==> src/sv/chm_pkg.sv <==
// shared types and constants for the convex hull block
`default_nettype none

package chm_pkg;

    localparam int MAX_POINTS_DEF = 32;
    localparam int COORD_BITS_DEF = 16;
    localparam int RESULT_CAP     = 32;
    localparam int MIN_POINTS     = 3;
    localparam int EMW            = $clog2(RESULT_CAP + 1);

    typedef enum logic [4:0] {
        S_IDLE,
        S_INS_CHK,
        S_INS_CMP,
        S_CLOSE,
        S_H_LOAD,
        S_H_GET,
        S_H_CHK,
        S_H_T1,
        S_H_T2,
        S_H_DIFF,
        S_H_M1,
        S_H_M2,
        S_H_CMP,
        S_H_PUSH,
        S_E_RD,
        S_E_PT,
        S_E_LD,
        S_E_ERR,
        S_E_WAIT
    } ctrl_state_t;

    typedef struct packed {
        logic latch_in;
        logic ins_rd;
        logic ins_shift;
        logic ins_place;
        logic hull_init;
        logic ld_cand;
        logic get_cand;
        logic rd_top;
        logic rd_sec;
        logic get_a;
        logic calc_diff;
        logic mul1;
        logic mul2;
        logic pop;
        logic push;
        logic emit_rd;
        logic emit_pt;
        logic emit_load;
        logic emit_err;
        logic emit_next;
        logic close;
    } dp_cmd_t;

    typedef struct packed {
        logic full;
        logic set_end;
        logic j_zero;
        logic cnt_lt3;
        logic precedes;
        logic k_ge_lim;
        logic turn_le;
        logic hull_done;
        logic out_taken;
        logic out_last;
    } dp_stat_t;

endpackage

`default_nettype wire

==> src/sv/chm_ctrl.sv <==
// sequencer for insertion, hull passes and vertex output
`default_nettype none

module chm_ctrl
    import chm_pkg::*;
(
    input  wire logic     clk,
    input  wire logic     rst_n,
    input  wire logic     in_valid,
    output logic          in_stall,
    input  wire dp_stat_t stat,
    output dp_cmd_t       cmd
);

    ctrl_state_t state_reg, state_next;
    logic        accept;

    assign in_stall = (state_reg != S_IDLE);
    assign accept   = in_valid && (state_reg == S_IDLE);

    always_ff @(posedge clk or negedge rst_n)
    begin
        if (!rst_n)
        begin
            state_reg <= S_IDLE;
        end
        else
        begin
            state_reg <= state_next;
        end
    end

    always_comb
    begin
        state_next = state_reg;
        unique case (state_reg)
            S_IDLE:
            begin
                if (accept)
                begin
                    state_next = stat.full ? S_CLOSE : S_INS_CHK;
                end
            end
            S_INS_CHK: state_next = stat.j_zero ? S_CLOSE : S_INS_CMP;
            S_INS_CMP: state_next = stat.precedes ? S_INS_CHK : S_CLOSE;
            S_CLOSE:
            begin
                if (!stat.set_end)
                begin
                    state_next = S_IDLE;
                end
                else if (stat.cnt_lt3)
                begin
                    state_next = S_E_ERR;
                end
                else
                begin
                    state_next = S_H_LOAD;
                end
            end
            S_H_LOAD:  state_next = S_H_GET;
            S_H_GET:   state_next = S_H_CHK;
            S_H_CHK:   state_next = stat.k_ge_lim ? S_H_T1 : S_H_PUSH;
            S_H_T1:    state_next = S_H_T2;
            S_H_T2:    state_next = S_H_DIFF;
            S_H_DIFF:  state_next = S_H_M1;
            S_H_M1:    state_next = S_H_M2;
            S_H_M2:    state_next = S_H_CMP;
            S_H_CMP:   state_next = stat.turn_le ? S_H_CHK : S_H_PUSH;
            S_H_PUSH:  state_next = stat.hull_done ? S_E_RD : S_H_LOAD;
            S_E_RD:    state_next = S_E_PT;
            S_E_PT:    state_next = S_E_LD;
            S_E_LD:    state_next = S_E_WAIT;
            S_E_ERR:   state_next = S_E_WAIT;
            S_E_WAIT:
            begin
                if (stat.out_taken)
                begin
                    state_next = stat.out_last ? S_IDLE : S_E_RD;
                end
            end
            default:   state_next = S_IDLE;
        endcase
    end

    always_comb
    begin
        cmd = '0;
        unique case (state_reg)
            S_IDLE:    cmd.latch_in = accept;
            S_INS_CHK:
            begin
                cmd.ins_place = stat.j_zero;
                cmd.ins_rd    = !stat.j_zero;
            end
            S_INS_CMP:
            begin
                cmd.ins_shift = stat.precedes;
                cmd.ins_place = !stat.precedes;
            end
            S_CLOSE:   cmd.hull_init = stat.set_end && !stat.cnt_lt3;
            S_H_LOAD:  cmd.ld_cand = 1'b1;
            S_H_GET:   cmd.get_cand = 1'b1;
            S_H_CHK:   cmd.rd_top = 1'b1;
            S_H_T1:    cmd.rd_sec = 1'b1;
            S_H_T2:    cmd.get_a = 1'b1;
            S_H_DIFF:  cmd.calc_diff = 1'b1;
            S_H_M1:    cmd.mul1 = 1'b1;
            S_H_M2:    cmd.mul2 = 1'b1;
            S_H_CMP:   cmd.pop = stat.turn_le;
            S_H_PUSH:  cmd.push = 1'b1;
            S_E_RD:    cmd.emit_rd = 1'b1;
            S_E_PT:    cmd.emit_pt = 1'b1;
            S_E_LD:    cmd.emit_load = 1'b1;
            S_E_ERR:   cmd.emit_err = 1'b1;
            S_E_WAIT:
            begin
                cmd.close     = stat.out_taken && stat.out_last;
                cmd.emit_next = stat.out_taken && !stat.out_last;
            end
            default:   cmd = '0;
        endcase
    end

endmodule

`default_nettype wire

==> src/sv/chm_datapath.sv <==
// point store, index stack, turn test and output registers
`default_nettype none

module chm_datapath
    import chm_pkg::*;
#(
    parameter int MAX_POINTS = MAX_POINTS_DEF,
    parameter int COORD_BITS = COORD_BITS_DEF
)
(
    input  wire logic                         clk,
    input  wire logic                         rst_n,
    input  wire dp_cmd_t                      cmd,
    output dp_stat_t                          stat,
    input  wire logic signed [COORD_BITS-1:0] point_x,
    input  wire logic signed [COORD_BITS-1:0] point_y,
    input  wire logic                         set_end,
    output logic                              out_valid,
    input  wire logic                         out_stall,
    output logic signed [COORD_BITS-1:0]      hull_x,
    output logic signed [COORD_BITS-1:0]      hull_y,
    output logic                              run_end,
    output logic                              too_few,
    output logic                              overflowed
);

    localparam int CB   = COORD_BITS;
    localparam int IDXW = $clog2(MAX_POINTS);
    localparam int CW   = $clog2(MAX_POINTS + 1);
    localparam int SAW  = $clog2(2 * MAX_POINTS);
    localparam int KW   = $clog2(2 * MAX_POINTS + 1);
    localparam int DW   = CB + 1;
    localparam int PW   = 2 * DW;

    // memories: sorted points as {x, y}, stack of point indices
    logic [2*CB-1:0] pstore [MAX_POINTS];
    logic [IDXW-1:0] stk    [2*MAX_POINTS];

    logic [2*CB-1:0] prd_reg;
    logic [IDXW-1:0] srd_reg;
    logic [IDXW-1:0] paddr;
    logic [SAW-1:0]  saddr;
    logic            pwe;
    logic [2*CB-1:0] pwdata;

    logic signed [CB-1:0] px_reg, py_reg, ax_reg, ay_reg, bx_reg, by_reg;
    logic                 end_reg;
    logic [CW-1:0]        cnt_reg;
    logic                 ovf_reg;
    logic [IDXW-1:0]      j_reg;
    logic [IDXW-1:0]      cand_reg;
    logic                 upper_reg;
    logic [KW-1:0]        k_reg, fk_reg;
    logic [EMW-1:0]       e_reg;

    logic signed [DW-1:0] d1x_reg, d1y_reg, d2x_reg, d2y_reg;
    logic signed [PW-1:0] p1_reg, p2_reg;

    logic                 ovld_reg, rend_reg, tf_reg, ov_reg;
    logic signed [CB-1:0] hx_reg, hy_reg;

    logic signed [CB-1:0] qx, qy, ox, oy;
    logic [31:0]          km1;
    logic [EMW-1:0]       m_w;
    logic                 last_cand;

    assign qx = prd_reg[2*CB-1:CB];
    assign qy = prd_reg[CB-1:0];
    assign ox = qx;
    assign oy = qy;

    // point store read address
    always_comb
    begin
        if (cmd.ins_rd)
        begin
            paddr = j_reg - IDXW'(1);
        end
        else if (cmd.ld_cand)
        begin
            paddr = cand_reg;
        end
        else
        begin
            paddr = srd_reg;
        end
    end

    always_comb
    begin
        if (cmd.rd_top)
        begin
            saddr = SAW'(k_reg - KW'(1));
        end
        else if (cmd.rd_sec)
        begin
            saddr = SAW'(k_reg - KW'(2));
        end
        else
        begin
            saddr = SAW'(e_reg);
        end
    end

    assign pwe    = cmd.ins_shift || cmd.ins_place;
    assign pwdata = cmd.ins_shift ? prd_reg : {px_reg, py_reg};

    always_ff @(posedge clk)
    begin
        if (pwe)
        begin
            pstore[j_reg] <= pwdata;
        end
        prd_reg <= pstore[paddr];
    end

    always_ff @(posedge clk)
    begin
        if (cmd.push)
        begin
            stk[SAW'(k_reg)] <= cand_reg;
        end
        srd_reg <= stk[saddr];
    end

    // vertex count, capped
    assign km1 = 32'(k_reg) - 32'd1;
    assign m_w = (km1 > 32'(RESULT_CAP)) ? EMW'(RESULT_CAP) : EMW'(km1);

    assign last_cand = upper_reg ? (cand_reg == '0)
                                 : (cand_reg == IDXW'(cnt_reg - CW'(1)));

    always_comb
    begin
        stat.full      = (cnt_reg == CW'(MAX_POINTS));
        stat.set_end   = end_reg;
        stat.j_zero    = (j_reg == '0);
        stat.cnt_lt3   = (cnt_reg < CW'(MIN_POINTS));
        stat.precedes  = (px_reg < qx) || ((px_reg == qx) && (py_reg < qy));
        stat.k_ge_lim  = upper_reg ? (k_reg >= fk_reg) : (k_reg >= KW'(2));
        stat.turn_le   = (p1_reg <= p2_reg);
        stat.hull_done = upper_reg && last_cand;
        stat.out_taken = ovld_reg && !out_stall;
        stat.out_last  = rend_reg;
    end

    // control counters
    always_ff @(posedge clk or negedge rst_n)
    begin
        if (!rst_n)
        begin
            cnt_reg   <= '0;
            ovf_reg   <= 1'b0;
            k_reg     <= '0;
            fk_reg    <= '0;
            j_reg     <= '0;
            cand_reg  <= '0;
            upper_reg <= 1'b0;
            e_reg     <= '0;
            end_reg   <= 1'b0;
            ovld_reg  <= 1'b0;
        end
        else
        begin
            if (cmd.latch_in)
            begin
                end_reg <= set_end;
                j_reg   <= IDXW'(cnt_reg);
                if (cnt_reg == CW'(MAX_POINTS))
                begin
                    ovf_reg <= 1'b1;
                end
            end
            if (cmd.ins_shift)
            begin
                j_reg <= j_reg - IDXW'(1);
            end
            if (cmd.ins_place)
            begin
                cnt_reg <= cnt_reg + CW'(1);
            end
            if (cmd.hull_init)
            begin
                k_reg     <= '0;
                cand_reg  <= '0;
                upper_reg <= 1'b0;
                e_reg     <= '0;
            end
            if (cmd.pop)
            begin
                k_reg <= k_reg - KW'(1);
            end
            if (cmd.push)
            begin
                k_reg <= k_reg + KW'(1);
                if (!upper_reg && last_cand)
                begin
                    upper_reg <= 1'b1;
                    fk_reg    <= k_reg + KW'(2);
                    cand_reg  <= IDXW'(cnt_reg - CW'(2));
                end
                else if (upper_reg)
                begin
                    cand_reg <= cand_reg - IDXW'(1);
                end
                else
                begin
                    cand_reg <= cand_reg + IDXW'(1);
                end
            end
            if (cmd.emit_next)
            begin
                e_reg <= e_reg + EMW'(1);
            end
            if (cmd.emit_load || cmd.emit_err)
            begin
                ovld_reg <= 1'b1;
            end
            else if (stat.out_taken)
            begin
                ovld_reg <= 1'b0;
            end
            if (cmd.close)
            begin
                cnt_reg <= '0;
                ovf_reg <= 1'b0;
                k_reg   <= '0;
            end
        end
    end

    // payload registers
    always_ff @(posedge clk)
    begin
        if (cmd.latch_in)
        begin
            px_reg <= point_x;
            py_reg <= point_y;
        end
        if (cmd.get_cand)
        begin
            bx_reg <= qx;
            by_reg <= qy;
        end
        if (cmd.get_a)
        begin
            ax_reg <= qx;
            ay_reg <= qy;
        end
        if (cmd.calc_diff)
        begin
            d1x_reg <= DW'(ax_reg) - DW'(ox);
            d1y_reg <= DW'(ay_reg) - DW'(oy);
            d2x_reg <= DW'(bx_reg) - DW'(ox);
            d2y_reg <= DW'(by_reg) - DW'(oy);
        end
        // the two cross products are formed in separate states
        if (cmd.mul1)
        begin
            p1_reg <= PW'(d1x_reg) * PW'(d2y_reg);
        end
        if (cmd.mul2)
        begin
            p2_reg <= PW'(d1y_reg) * PW'(d2x_reg);
        end
        if (cmd.emit_load)
        begin
            hx_reg   <= qx;
            hy_reg   <= qy;
            rend_reg <= ((e_reg + EMW'(1)) == m_w);
            tf_reg   <= 1'b0;
            ov_reg   <= ovf_reg;
        end
        if (cmd.emit_err)
        begin
            hx_reg   <= '0;
            hy_reg   <= '0;
            rend_reg <= 1'b1;
            tf_reg   <= 1'b1;
            ov_reg   <= ovf_reg;
        end
    end

    assign out_valid  = ovld_reg;
    assign hull_x     = hx_reg;
    assign hull_y     = hy_reg;
    assign run_end    = rend_reg;
    assign too_few    = tf_reg;
    assign overflowed = ov_reg;

endmodule

`default_nettype wire

==> src/sv/convex_hull_monotone_chain.sv <==
// top level of the monotone chain convex hull block
`default_nettype none

// Takes one point per request and keeps the set sorted by x, then y, in a store of
// MAX_POINTS entries; set_end closes the set and the hull comes out as one request
// per vertex, last one flagged with run_end, too_few set on a lone result when fewer
// than three points were stored. A point is inserted by moving each stored entry
// that sorts after it up by one place. The closing point then runs two stack passes
// of turn tests and pushes, the two cross products formed in separate states with
// registered memory reads, with at most about 4*MAX_POINTS tests per set; each vertex
// is then read out and held until the receiver takes it. No new point is taken until
// the last result of a set has been taken. No clearing pass after reset.
module convex_hull_monotone_chain
    import chm_pkg::*;
#(
    parameter int MAX_POINTS = MAX_POINTS_DEF,
    parameter int COORD_BITS = COORD_BITS_DEF
)
(
    input  wire logic                         clk,
    input  wire logic                         rst_n,
    input  wire logic                         in_valid,
    output logic                              in_stall,
    input  wire logic signed [COORD_BITS-1:0] point_x,
    input  wire logic signed [COORD_BITS-1:0] point_y,
    input  wire logic                         set_end,
    output logic                              out_valid,
    input  wire logic                         out_stall,
    output logic signed [COORD_BITS-1:0]      hull_x,
    output logic signed [COORD_BITS-1:0]      hull_y,
    output logic                              run_end,
    output logic                              too_few,
    output logic                              overflowed
);

    dp_cmd_t  cmd;
    dp_stat_t stat;

    chm_ctrl u_ctrl (
        .clk      (clk),
        .rst_n    (rst_n),
        .in_valid (in_valid),
        .in_stall (in_stall),
        .stat     (stat),
        .cmd      (cmd)
    );

    chm_datapath #(
        .MAX_POINTS (MAX_POINTS),
        .COORD_BITS (COORD_BITS)
    ) u_dp (
        .clk        (clk),
        .rst_n      (rst_n),
        .cmd        (cmd),
        .stat       (stat),
        .point_x    (point_x),
        .point_y    (point_y),
        .set_end    (set_end),
        .out_valid  (out_valid),
        .out_stall  (out_stall),
        .hull_x     (hull_x),
        .hull_y     (hull_y),
        .run_end    (run_end),
        .too_few    (too_few),
        .overflowed (overflowed)
    );

endmodule

`default_nettype wire

==> config.mk <==
export PLATFORM = sky130hd
export DESIGN_NAME = convex_hull_monotone_chain
export DESIGN_NICKNAME = d
export VERILOG_FILES = /design/src/sv/chm_pkg.sv /design/src/sv/chm_ctrl.sv /design/src/sv/chm_datapath.sv /design/src/sv/convex_hull_monotone_chain.sv
export SDC_FILE = /design/constraint.sdc
export NUM_CORES = 2
export LEC_CHECK = 0
export BUFFER_PORTS_ARGS = -buffer_cell sky130_fd_sc_hd__buf_2
export CAP_MARGIN = 10
export CORE_MARGIN = 8
export CORE_UTILIZATION = 37
export DETAILED_ROUTE_END_ITERATION = 16
export PLACE_DENSITY = 0.62
export SETUP_SLACK_MARGIN = 0.4
export SLEW_MARGIN = 10
export SYNTH_ARGS = -nofsm -noshare
export SYNTH_HDL_FRONTEND = slang
export SYNTH_SLANG_ARGS = --single-unit
==> constraint.sdc <==
create_clock -name clk -period 16.9 [get_ports clk]
set_input_delay 0 -clock clk [delete_from_list [all_inputs] [get_ports clk]]
set_output_delay 0 -clock clk [all_outputs]
set_load 0.01 [all_outputs]
==> impl_metrics.json <==
{
  "status": "finished, final reports clean",
  "grt_use_total_pct": 16.7,
  "worstSetupPathType": "register to register",
  "die_area_mm2": 0.264,
  "largest_register_ff_count": 1024,
  "clkSlewWorstSetupHoldPaths_ns": 0.06,
  "cap_violations": 0,
  "post_cts_buffers": 0,
  "end_kind": "register",
  "worstMarginPinSlew_ns": 1.25,
  "ys_ff_latch": 1693,
  "wl_per_cell_um": 22.7,
  "slew_headroom_pct": 16.7,
  "cp-endpoint": "u_dp.p2_reg[33]",
  "slew_viol_final": 0,
  "cp-startpoint": "u_dp.d2x_reg[2]",
  "ff2ff_path_depth": 20,
  "antenna_found_initial": 8,
  "worstPathArrival_ns": 7.79,
  "hold_path_class": "input pin to register",
  "critPathSlowestCell": "fa_1",
  "crit_fanout": 17,
  "fin_crit_sh_pct": 42.5,
  "start_util_pct": 37.2,
  "vias": 51000,
  "synth_top_cell_area_share_pct": 51.7,
  "cts-root-buf": "clkbuf_16",
  "synthCells": 6270,
  "cp_common_cell": "fa_1",
  "fin_crit_ns": 7.18,
  "clkLatencyLatePin_ns": 0.85,
  "wl_um": 222000,
  "core-area_mm2": 0.246,
  "cts_resized": 0,
  "ys.flop_type": "edfxtp_1",
  "rsz0062_at_grt": "false",
  "slowest_delay_ns": 0.92,
  "drt-initial-drc-count": 3954,
  "num-fill-cells": 22300,
  "postRouteAntennaNets": 0,
  "grt_pass1_wl_um": 338000,
  "top_register": "u_dp.pstore",
  "finalClockSkew_ns": 0.0950,
  "dp_hpwl_um": 145000,
  "crit_chain": "nand2_1 -> inv_1 -> fa_1 -> fa_1 -> fa_1 -> fa_1 -> fa_1 -> inv_1 -> fa_1 -> inv_1 -> ha_1 -> nand2_1 -> nor2_1 -> a21oi_1 -> o21ai_1 -> nor4b_1 -> a221oi_1 -> a221oi_1 -> mux2i_1 -> a2111oi_2",
  "cts_made_buffers": 167,
  "top_regs": "u_dp.pstore: 1024 flops, u_dp.stk: 320 flops",
  "placed_area_mm2": 0.0958,
  "cts.path.max_buffers": 3,
  "io_buffers": 73,
  "yosysTopAreaCell": "edfxtp_1",
  "r2r-start": "u_dp.d2x_reg[2]",
  "min_path_cells": 2,
  "die_w_um": 513,
  "yosys_warnings": 0,
  "start_kind": "register",
  "overflow": 0,
  "hold_viol": 0,
  "area_growth_pct": 11.4,
  "finalSetupTns_ns": 0,
  "rows": 182,
  "cp_data_required_time_ns": 17.51,
  "synth.area.top_cells": "edfxtp_1 52%, fa_1 13%, mux4_2 6.3%",
  "dr.pass1.iters": 6,
  "nets": 7376,
  "ios": 74,
  "cts_tree": "done",
  "place_congestion": 0.867,
  "reg2reg_to": "u_dp.p2_reg[33]",
  "fin_area_mm2": 0.102,
  "cts_sinks": 1693,
  "yosysUniqueCellTypes": 87,
  "grt_pass1_vias": 54500,
  "syn_area_per_cell_um2": 14.6,
  "fmax_mhz": 139,
  "async_reset_ff_share_pct": 2.66,
  "drc_errors": 0,
  "r2r_setup_slack_ns": 9.72,
  "synth-edff-count": 1577,
  "ys_seq_area_share_pct": 54.5,
  "setup_viol": 0,
  "postCtsHoldBufs": 60,
  "die_h_um": 513,
  "syn_nets": 7233,
  "grt_max_degree": 121,
  "viasPerCell": 5.22,
  "drive_above_1_share_pct": 12.3,
  "htree_levels": 4,
  "netlist_area_mm2": 0.0916
}
## area by class of cell
type / count / area [um^2] / share of cell area (%)
diodes: 6 / 15.0 / 0.0147
clock buffers: 206 / 4430 / 4.34
clock inverters: 98 / 1060 / 1.03
inverters: 732 / 2750 / 2.70
multi-input cells: 3603 / 38200 / 37.4
flip-flops and latches: 1693 / 49900 / 48.9
well taps: 3220 / 4030 / 3.95
repair buffers: 216 / 1650 / 1.62
## kinds of logic (layout without fill, tap and decap cells)
| kind of cell | after synthesis | in the layout | share of synthesized area (%) |
|---|---|---|---|
| buf+inv | 974 | 1252 | 4.36 |
| fa+ha+maj | 926 | 926 | 17.5 |
| other cells | 0 | 6 | 0 |
| flops | 1693 | 1693 | 54.5 |
| mux | 685 | 685 | 11.0 |
| xor+xnor | 145 | 145 | 1.39 |
| compound gates | 541 | 541 | 4.32 |
| simple gates | 1306 | 1306 | 6.88 |
## cell usage after synthesis, types with 29 or more instances
master,n
buf_2,57
nor2b_1,29
mux2i_1,421
buf_4,34
a22o_1,33
nand2_1,480
fa_1,597
nor2_1,243
dfrtp_1,45
a21oi_1,100
xor2_1,29
nand3_1,67
nor3_1,49
xnor2_1,116
a32o_1,32
o21ai_0,127
inv_1,730
mux4_2,256
a21o_1,37
edfxtp_1,1577
o21a_1,29
clkbuf_1,123
dfxtp_1,71
and2_1,292
ha_1,329
a221oi_2,29
## per-stage QoR
stage	setup slack (ns)	hold slack, ns	cells	utilization (%)
after floorplan	8.91	-0.296	6270	-
after global placement	9.79	0.180	9402	39.0
after detailed placement	9.73	0.180	9402	39.0
after CTS	9.72	0.0142	9766	41.4
after global routing	9.24	0.00324	9771	41.5
final	9.72	0.0508	9774	41.5
## worst max-delay path: cells and delay by family (launching register included)
| kind | cells | cell delay [ns] |
|---|---|---|
| and+or+nand+nor | 4 | 0.70 |
| buffers and inverters | 3 | 0.27 |
| AOI/OAI and AO/OA | 5 | 1.19 |
| DFF | 1 | 0.86 |
| muxes | 1 | 0.17 |
| adders and majority gates | 7 | 3.79 |
## worst min path at each step
stage                start                   to  slack, ns
5_1_grt        point_y[10]      u_dp.py_reg[10]      0.003
4_1_cts         point_y[9]       u_dp.py_reg[9]       0.01
2_1_floorplan        rst_n  u_ctrl.state_reg[0]      -0.30
3_3_place_gp    point_y[0]       u_dp.py_reg[0]       0.18
6_report       point_y[10]      u_dp.py_reg[10]       0.05
3_5_place_dp   point_x[10]      u_dp.px_reg[10]       0.18
## layout by cell type, fill, tap and decap left out, types with 17 or more instances in the layout
master and instances:
dfxtp_1 71, clkinv_1 32, o21ai_2 20, nand3_1 67, a22o_1 33, clkbuf_1 31, edfxtp_1 1577, nor2_4 34
and3_1 24, a21oi_1 98, nor2_1 209, nand2b_1 27, clkbuf_16 169, dlygate4sd3_1 60, a221oi_2 29, mux2i_1 419
o21a_1 28, ha_1 329, nor3_1 46, buf_2 73, buf_4 77, xor2_1 29, nor2b_1 26, xnor2_1 116
nand4_1 17, o21ai_0 97, inv_1 730, a211oi_1 18, dfrtp_1 40, or3_1 21, nand2_1 480, mux4_2 256
and2_1 291, clkinv_2 29, a21o_1 37, a32o_1 32, fa_1 597
## layer usage
| metal | routed length (um) | vias to the layer above | global-route usage (%) | part of all wire [%] |
|---|---|---|---|---|
| li1 | - | 22600 | - | - |
| met1 | 90100 | 26500 | 20.8 | 41 |
| met2 | 110000 | 1413 | 28.8 | 50 |
| met3 | 10800 | 379 | 2.44 | 4.9 |
| met4 | 11000 | 2 | 7.62 | 5.0 |
| met5 | 20 | - | 0 | 0.0090 |
Power is left out: the tool's default activity adds up to more than one toggle a clock period on the data nets, which glitch-free logic cannot reach.
